### src/design/opqp_pkg.sv
package opqp_pkg;

    // Fixed field widths
    localparam int unsigned RATE_BITS     = 24;
    localparam int unsigned RADIUS_BITS   = 15;
    localparam int unsigned STEP_BITS     = 16;
    localparam int unsigned CFG_DATA_BITS = 24;
    localparam int unsigned CFG_ADDR_BITS = 1;

    // Angle and fraction format of the trig unit
    localparam int unsigned ANGLE_BITS = 32;
    localparam int unsigned Q_FRAC     = 30;
    localparam int unsigned TERMS      = 7;
    localparam int unsigned TERM_BITS  = 3;

    localparam logic [31:0] Q_ONE = 32'h4000_0000;
    // Fractional part of 2*pi*2^30 / 2^32 per 2^-32 turn (whole part is one)
    localparam logic [31:0] TWO_PI_FRAC = 32'd2451551556;

    // Register reset values
    localparam logic [RATE_BITS-1:0]   RATE_RESET   = 24'd33554;
    localparam logic [RADIUS_BITS-1:0] RADIUS_RESET = 15'd1;

    // Register indexes
    localparam logic [CFG_ADDR_BITS-1:0] CFG_PHASE_RATE = 1'b0;
    localparam logic [CFG_ADDR_BITS-1:0] CFG_RADIUS     = 1'b1;

    // Item commands
    localparam logic CMD_TICK = 1'b0;
    localparam logic CMD_LOAD = 1'b1;

    typedef logic [TERM_BITS-1:0] t_term;

    // Sine series divisor 2k(2k+1), k = 7 - term; first term unused
    function automatic logic [7:0] f_sin_div(t_term term);
        logic [7:0] d;
        case (term)
            3'd1:    d = 8'd156;
            3'd2:    d = 8'd110;
            3'd3:    d = 8'd72;
            3'd4:    d = 8'd42;
            3'd5:    d = 8'd20;
            default: d = 8'd6;
        endcase
        return d;
    endfunction

    // Cosine series divisor (2k-1)2k, k = 7 - term
    function automatic logic [7:0] f_cos_div(t_term term);
        logic [7:0] d;
        case (term)
            3'd0:    d = 8'd182;
            3'd1:    d = 8'd132;
            3'd2:    d = 8'd90;
            3'd3:    d = 8'd56;
            3'd4:    d = 8'd30;
            3'd5:    d = 8'd12;
            default: d = 8'd2;
        endcase
        return d;
    endfunction

    // floor(2^32 / divisor) for the sine divisors
    function automatic logic [31:0] f_sin_recip(t_term term);
        logic [31:0] m;
        case (term)
            3'd1:    m = 32'd27531841;
            3'd2:    m = 32'd39045157;
            3'd3:    m = 32'd59652323;
            3'd4:    m = 32'd102261126;
            3'd5:    m = 32'd214748364;
            default: m = 32'd715827882;
        endcase
        return m;
    endfunction

    // floor(2^32 / divisor) for the cosine divisors
    function automatic logic [31:0] f_cos_recip(t_term term);
        logic [31:0] m;
        case (term)
            3'd0:    m = 32'd23598721;
            3'd1:    m = 32'd32537631;
            3'd2:    m = 32'd47721858;
            3'd3:    m = 32'd76695844;
            3'd4:    m = 32'd143165576;
            3'd5:    m = 32'd357913941;
            default: m = 32'd2147483648;
        endcase
        return m;
    endfunction

endpackage

### src/design/opqp_phase_store.sv
module opqp_phase_store #(
    parameter int unsigned PHASE_BITS = 24
) (
    input  logic                             i_clk,
    input  logic                             i_rst_n,
    input  logic                             i_start,
    input  logic                             i_cmd,
    input  logic [opqp_pkg::STEP_BITS-1:0]   i_time_step,
    input  logic [PHASE_BITS-1:0]            i_new_phase,
    input  logic [opqp_pkg::RATE_BITS-1:0]   i_phase_rate,
    output logic                             o_done,
    output logic [PHASE_BITS-1:0]            o_phase
);

    localparam int unsigned PROD_BITS = opqp_pkg::RATE_BITS + opqp_pkg::STEP_BITS;
    localparam int unsigned SUM_BITS  =
        (PHASE_BITS > opqp_pkg::RATE_BITS) ? PHASE_BITS : opqp_pkg::RATE_BITS;

    // Single-entry phase memory with a registered read
    logic [PHASE_BITS-1:0]          r_mem [1];
    logic                           r_mem_vld;
    logic [PHASE_BITS-1:0]          r_rd_data;
    logic                           r_rd_vld;

    logic                           r_busy;
    logic                           r_done;
    logic [PHASE_BITS-1:0]          r_phase;
    logic                           r_cmd;
    logic [PHASE_BITS-1:0]          r_new_phase;
    logic [opqp_pkg::RATE_BITS-1:0] r_adv;

    logic [PROD_BITS-1:0]           w_prod;
    logic [PHASE_BITS-1:0]          w_old;
    logic [SUM_BITS-1:0]            w_sum;
    logic [PHASE_BITS-1:0]          w_wdata;

    // Advance = rate * step, scaled by 2^-16
    assign w_prod = PROD_BITS'(i_phase_rate) * PROD_BITS'(i_time_step);

    // Unwritten entry reads as the reset phase
    assign w_old   = r_rd_vld ? r_rd_data : '0;
    assign w_sum   = SUM_BITS'(w_old) + SUM_BITS'(r_adv);
    assign w_wdata = (r_cmd == opqp_pkg::CMD_LOAD) ? r_new_phase : w_sum[PHASE_BITS-1:0];

    // Memory read and write-back
    always_ff @(posedge i_clk) begin
        if (i_start) begin
            r_rd_data <= r_mem[0];
        end
        if (r_busy) begin
            r_mem[0] <= w_wdata;
        end
    end

    // Latch the item and the advance on start
    always_ff @(posedge i_clk) begin
        if (i_start) begin
            r_cmd       <= i_cmd;
            r_new_phase <= i_new_phase;
            r_adv       <= w_prod[PROD_BITS-1:opqp_pkg::STEP_BITS];
        end
        if (r_busy) begin
            r_phase <= w_wdata;
        end
    end

    // Sequence read then write; track the entry's valid bit
    always_ff @(posedge i_clk) begin
        if (!i_rst_n) begin
            r_busy    <= 1'b0;
            r_done    <= 1'b0;
            r_mem_vld <= 1'b0;
            r_rd_vld  <= 1'b0;
        end else begin
            r_busy <= i_start;
            r_done <= r_busy;
            if (i_start) begin
                r_rd_vld <= r_mem_vld;
            end
            if (r_busy) begin
                r_mem_vld <= 1'b1;
            end
        end
    end

    assign o_done  = r_done;
    assign o_phase = r_phase;

    a_no_overlap: assert property (@(posedge i_clk) disable iff (!i_rst_n)
        i_start |-> !r_busy)
        else $error("phase update started while read-modify-write in flight");

    a_entry_valid: assert property (@(posedge i_clk) disable iff (!i_rst_n)
        r_done |-> r_mem_vld)
        else $error("phase reported before entry was written");

    a_entry_match: assert property (@(posedge i_clk) disable iff (!i_rst_n)
        r_done |-> r_mem[0] == r_phase)
        else $error("stored phase differs from reported phase");

endmodule

### config.mk
export PLATFORM = sky130hd
export DESIGN_NAME = opqp_phase_store
export DESIGN_NICKNAME = d
export VERILOG_FILES = /design/src/design/opqp_pkg.sv /design/src/design/opqp_phase_store.sv
export SDC_FILE = /design/constraint.sdc
export NUM_CORES = 1
export LEC_CHECK = 0
export ABC_AREA = 0
export BUFFER_PORTS_ARGS = -buffer_cell sky130_fd_sc_hd__buf_2
export CORE_AREA = 2 2 198 200
export DETAILED_ROUTE_END_ITERATION = 12
export DIE_AREA = 0 0 200 202
export SYNTH_ARGS = -nofsm -noshare
export SYNTH_HDL_FRONTEND = slang
export SYNTH_SLANG_ARGS = --single-unit
### constraint.sdc
create_clock -name i_clk -period 7.8 [get_ports i_clk]
set_input_delay 0.78 -clock i_clk [delete_from_list [all_inputs] [get_ports i_clk]]
set_output_delay 0.78 -clock i_clk [all_outputs]
set_load 0.005 [all_outputs]
=== Yosys cells after proc, flatten, opt, wreduce, memory -nomap -nowiden ===
Memories as Yosys holds them, arrays and structs flattened. A register that Yosys moved wholly into a read port is not among the register bits.
Index checks and enable logic that the tools add are counted.

* Bits in writable memories: 24
* Output and inout bits: 25
* Flip-flop bits (word level): 77
* Memories: 1
* Logic and storage cells: 15

{| class="wikitable"
|+ Memories
! name !! words !! bits a word !! read ports !! clocked after Yosys merged registers in !! write ports !! RTL line !! RTL
|-
| r_mem || 1 || 24 || 1 || 1 || 1 || opqp_phase_store.sv:20 || <nowiki>logic [PHASE_BITS-1:0] r_mem [1];</nowiki>
|}

* Mux-type cells: 4
* Multipliers: 1
* Add/sub/neg operators: 1

{| class="wikitable"
|+ Operator list
! cell !! count
|-
| two-way mux 24 bit || 2
|-
| multiplier 24 x 16 -> 40 bit || 1
|-
| adder 24 bit || 1
|-
| two-way mux 1 bit || 2
|}

=== Longest topological paths before layout ===
* Word-level depth: 3
* Depth in mapped cells: 24
* Mapped depth without buffers: 23

=== Worst setup path after synthesis ===
Ideal clock, no wire load.

* Path kind: input -> register
* Start point: input port i_phase_rate[16] (netlist bit)
* End point: register r_adv[20] (netlist bit), data pin
* Arrival time: 6154 ps
* Path buffers: 1
* Setup slack: 1384 ps
* Required time: 7538 ps
* Setup time: 262 ps
* Stages: 21
* Cells stage by stage: clkbuf_1 > nand2_1 > fa_1 > fa_1 > fa_1 > inv_1 > fa_1 > fa_1 > inv_1 > fa_1 > inv_1 > ha_1 > a21o_1 > a211oi_2 > a21o_1 > nand2_1 > a31oi_4 > o211ai_1 > a21oi_1 > o21ai_1 > xor2_1

* Longest elaborated chain between the ends: 1

{| class="wikitable"
|+ RTL lines
! item !! RTL line !! RTL
|-
| start: declaration || opqp_phase_store.sv:10 || <nowiki>input logic [opqp_pkg::RATE_BITS-1:0] i_phase_rate,</nowiki>
|-
| multiplier 24 x 16 -> 40 bit || opqp_phase_store.sv:38 || <nowiki>assign w_prod = PROD_BITS'(i_phase_rate) * PROD_BITS'(i_time_step);</nowiki>
|-
| via w_prod[36] || opqp_phase_store.sv:32 || <nowiki>logic [PROD_BITS-1:0] w_prod;</nowiki>
|-
| end signal: assignment || opqp_phase_store.sv:60 || <nowiki>r_adv <= w_prod[PROD_BITS-1:opqp_pkg::STEP_BITS];</nowiki>
|-
| end: declaration || opqp_phase_store.sv:30 || <nowiki>logic [opqp_pkg::RATE_BITS-1:0] r_adv;</nowiki>
|}

The timed path passes the listed nets, and every way through them passes these cells.
A chain may end at the register's enable or synchronous reset.

=== Worst setup path after layout ===
* Start point: input port i_time_step[7] (netlist bit)
* End point: register r_adv[20] (netlist bit), data pin

* Longest elaborated chain between the ends: 1

{| class="wikitable"
|+ RTL lines
! item !! RTL line !! RTL
|-
| start: declaration || opqp_phase_store.sv:8 || <nowiki>input logic [opqp_pkg::STEP_BITS-1:0] i_time_step,</nowiki>
|-
| multiplier 24 x 16 -> 40 bit || opqp_phase_store.sv:38 ||
|-
| via w_prod[36] || opqp_phase_store.sv:32 ||
|}

The timed path passes the listed nets, and every way through them passes these cells.

==> metrics.cfg <==
[status]
status=finished clean

[clocking]
post_cts_resized=0
cts.sinks=101
cts.clk_slew.worst_paths_ns=0.06
cts_tree=built
cts_max_level=3
postCtsSetupRepairBufs=0
cts_buffer_depth=2
cts_root_buffer=clkbuf_16
clock_latency_ns=0.34
hold_buffers=0
numCtsBuffers=9

[power_and_ir_drop]
switching_share=0.4819
p_clk_frac=0.056
seq_power_share=0.138
p_int_uw=4135
p_leak_uw=0.008438
cellPowerDensity_mw_per_mm2=458.8
power_uw=7980
combPwrFrac=0.807
ir_drop_mv=0.3491
switching_power_uw=3845

[detailed_routing]
wire_per_inst_um=17.02
vias_per_cell=4.988
first_iter_violations=647
ant_nets=0
dr.pass1.iters=5
num_vias=11043
routed_wl_um=37670
drc=0

[logic_synthesis]
ys_seq_area_frac=0.1849
synth.most_common_cell=inv_1
synth_edf_count=97
synth_flop_cell=edfxtp_1
ys_ff_latch=101
synth_top_area_cell=fa_1
synth.top_cells.by_count=inv_1 (359), fa_1 (306), nand2_1 (259)
syn_inst=1647
yosysWarnings=0
yosysUniqueCellTypes=51
syn-cell-area_mm2=0.01619
synth_compound_area_frac=0.05750
synth_fp_nets=2153
async_flop_share=0
netlist_top_cells_area=fa_1 (38%), edfxtp_1 (18%), ha_1 (10%)
synthMuxAreaShare=0.003323
synth.avg_cell_area_um2=9.830
yosys.area_share.adder=0.4804
synth_top_family_by_area=adder cells
synth-simple-area-share=0.1534
synth-xor-area-share=0.02272
synth_top_area_share=0.3784

[layout]
fill_cells=3620
syn2layout_area_growth_pct=7.434
fin_util=0.4543
fin_area_mm2=0.01739
drive_gt1_frac=0.07547
layout.nets=2197
insertedDiodeCount=0

[worst_setup_path]
r2r-start=r_rd_vld
r2r-end=r_mem[0][20]
critPathSlowestCell=fa_1
endpoint_kind=flop
crit_chain=buf_2 > nand2_1 > fa_1 > inv_1 > fa_1 > inv_1 > fa_1 > inv_1 > fa_1 > fa_1 > inv_1 > fa_1 > inv_1 > ha_1 > nand4_1 > nor4_2 > a221oi_2 > nand4_2 > a31oi_4 > o211ai_1 > a21oi_1 > o21ai_1 > xor2_1
critPathLaunch=i_time_step[7]
path_max_fanout=24
rr_worst_depth=13
worstSetupEndpoint=r_adv[20]
cp-start-kind=input pin
required_ns=7.88
cpPeakStageDelay_ns=0.55
path_common_cell=fa_1
critPathKind=in2reg
cp.arrival_ns=6.73
r2r_setup_slack_ns=4.01

[timing]
worstMarginPinSlew_ns=1.188
clock_skew_ns=0.01227
setup_viol=0
period_share=0.8523
worst_slack_ns=1.152
maxSlewHeadroom=0.2068
setup_tns_ns=0
finalCriticalPeriod_ns=6.648
fmax_mhz=150.4
slew_violations=0
rsz0062_at_grt=false
hold_viol=0

[floorplan]
rows=72
ioPinCount=93
fp.dieW_um=200
die_y_um=202
start_util=0.4229
die_area_mm2=0.04040
core_area_mm2=0.03829

[place]
dp_slack_ns=0.7415
place_area_mm2=0.01710
gp_congestion=0.8670
dpl.hpwl_um=29760
io_buffers=92

[global_routing]
antenna_found_initial=0
grt_overflow=0
grt_start_max_net_pins=76
grtUsageTotal=0.1956
grt_pass1_vias=11585
grt_pass1_wl_um=61610

[flow_run]
cap_violations=0

[min_path]
hold_class=reg2reg

per-layer routing:
| metal | track usage | wire, µm | vias up |
|---|---|---|---|
| met5 | 0 | 0 | - |
| met2 | 0.3044 | 16750 | 383 |
| li1 | - | - | 5100 |
| met1 | 0.2945 | 17800 | 5533 |
| met3 | 0.02353 | 2666 | 27 |
| met4 | 0.03942 | 455 | 0 |
sequential cells by signal (all words and copies together), names as in the netlist:
signal / count
r_rd_data: 24
r_adv: 24
r_rd_vld: 1
o_done: 1
r_cmd: 1
r_new_phase: 24
r_mem_vld: 1
r_mem: 24
r_busy: 1
cell type report:
type	count	area, µm²	area share
inverter	359	1348	0.07747
tap	518	648.1	0.03726
multi-input combinational	1124	11610	0.6677
sequential	101	2993	0.1721
timing repair buffer	96	493.0	0.02834
clock buffer	9	225.2	0.01295
clock inverter	7	73.82	0.004244
power groups by stage:
stage               registers, µW  logic [µW]  clock network [µW]
floorplan                    1090        5090                   0
global placement             1110        6360                   0
detailed placement           1110        6490                   0
CTS                          1100        6530                 454
global route                 1110        7430                 477
finish                       1100        6440                 443
how the worst min path moves through the flow:
stage	startpoint	endpoint	cells past startpoint
2_1_floorplan	r_mem_vld	r_mem_vld	1
3_3_place_gp	r_mem[0][23]	r_rd_data[23]	0
3_5_place_dp	r_mem[0][19]	r_rd_data[19]	0
4_1_cts	r_mem[0][20]	r_rd_data[20]	0
5_1_grt	r_mem[0][22]	r_rd_data[22]	0
6_report	r_mem[0][20]	r_rd_data[20]	0
layout by cell type, fill, tap and decap left out, types with 6 or more instances in the layout:
| master | netlist | routed |
|---|---|---|
| clkbuf_16 | 0 | 9 |
| buf_2 | 0 | 91 |
| edfxtp_1 | 97 | 97 |
| nand4_1 | 8 | 8 |
| a31oi_1 | 6 | 6 |
| inv_1 | 359 | 359 |
| xor2_1 | 20 | 20 |
| xnor2_1 | 22 | 22 |
| ha_1 | 132 | 132 |
| nand2_1 | 259 | 259 |
| o21ai_0 | 33 | 33 |
| fa_1 | 306 | 306 |
| nand3_1 | 8 | 8 |
| and2_1 | 186 | 186 |
| a21o_1 | 16 | 16 |
| o211ai_1 | 8 | 8 |
| a21oi_1 | 26 | 26 |
| nand2b_1 | 8 | 8 |
| nor2_1 | 18 | 18 |
kinds of logic (layout without fill, tap and decap cells):
kind of cell	after synthesis	count (layout)
compound gates	132	132
buf+inv	422	471
fa+ha+maj	438	438
mux	5	5
xor+xnor	42	42
simple gates	507	507
flops	101	101
per-stage QoR:
stage                     hold slack [ns]  instances
after floorplan                    0.4405       1647
after global placement             0.4292       2198
after detailed placement           0.4345       2198
after CTS                          0.4475       2214
after global routing               0.4527       2214
final                              0.4463       2214
worst max-delay path: cells and delay by family:
family	cells	cell delay (ns)
simple gates	4	0.55
xor+xnor	1	0.15
compound gates	5	1.26
buf+inv	6	0.67
fa+ha+maj	7	3.30
No activity file was read; power rests on OpenSTA's default activity.
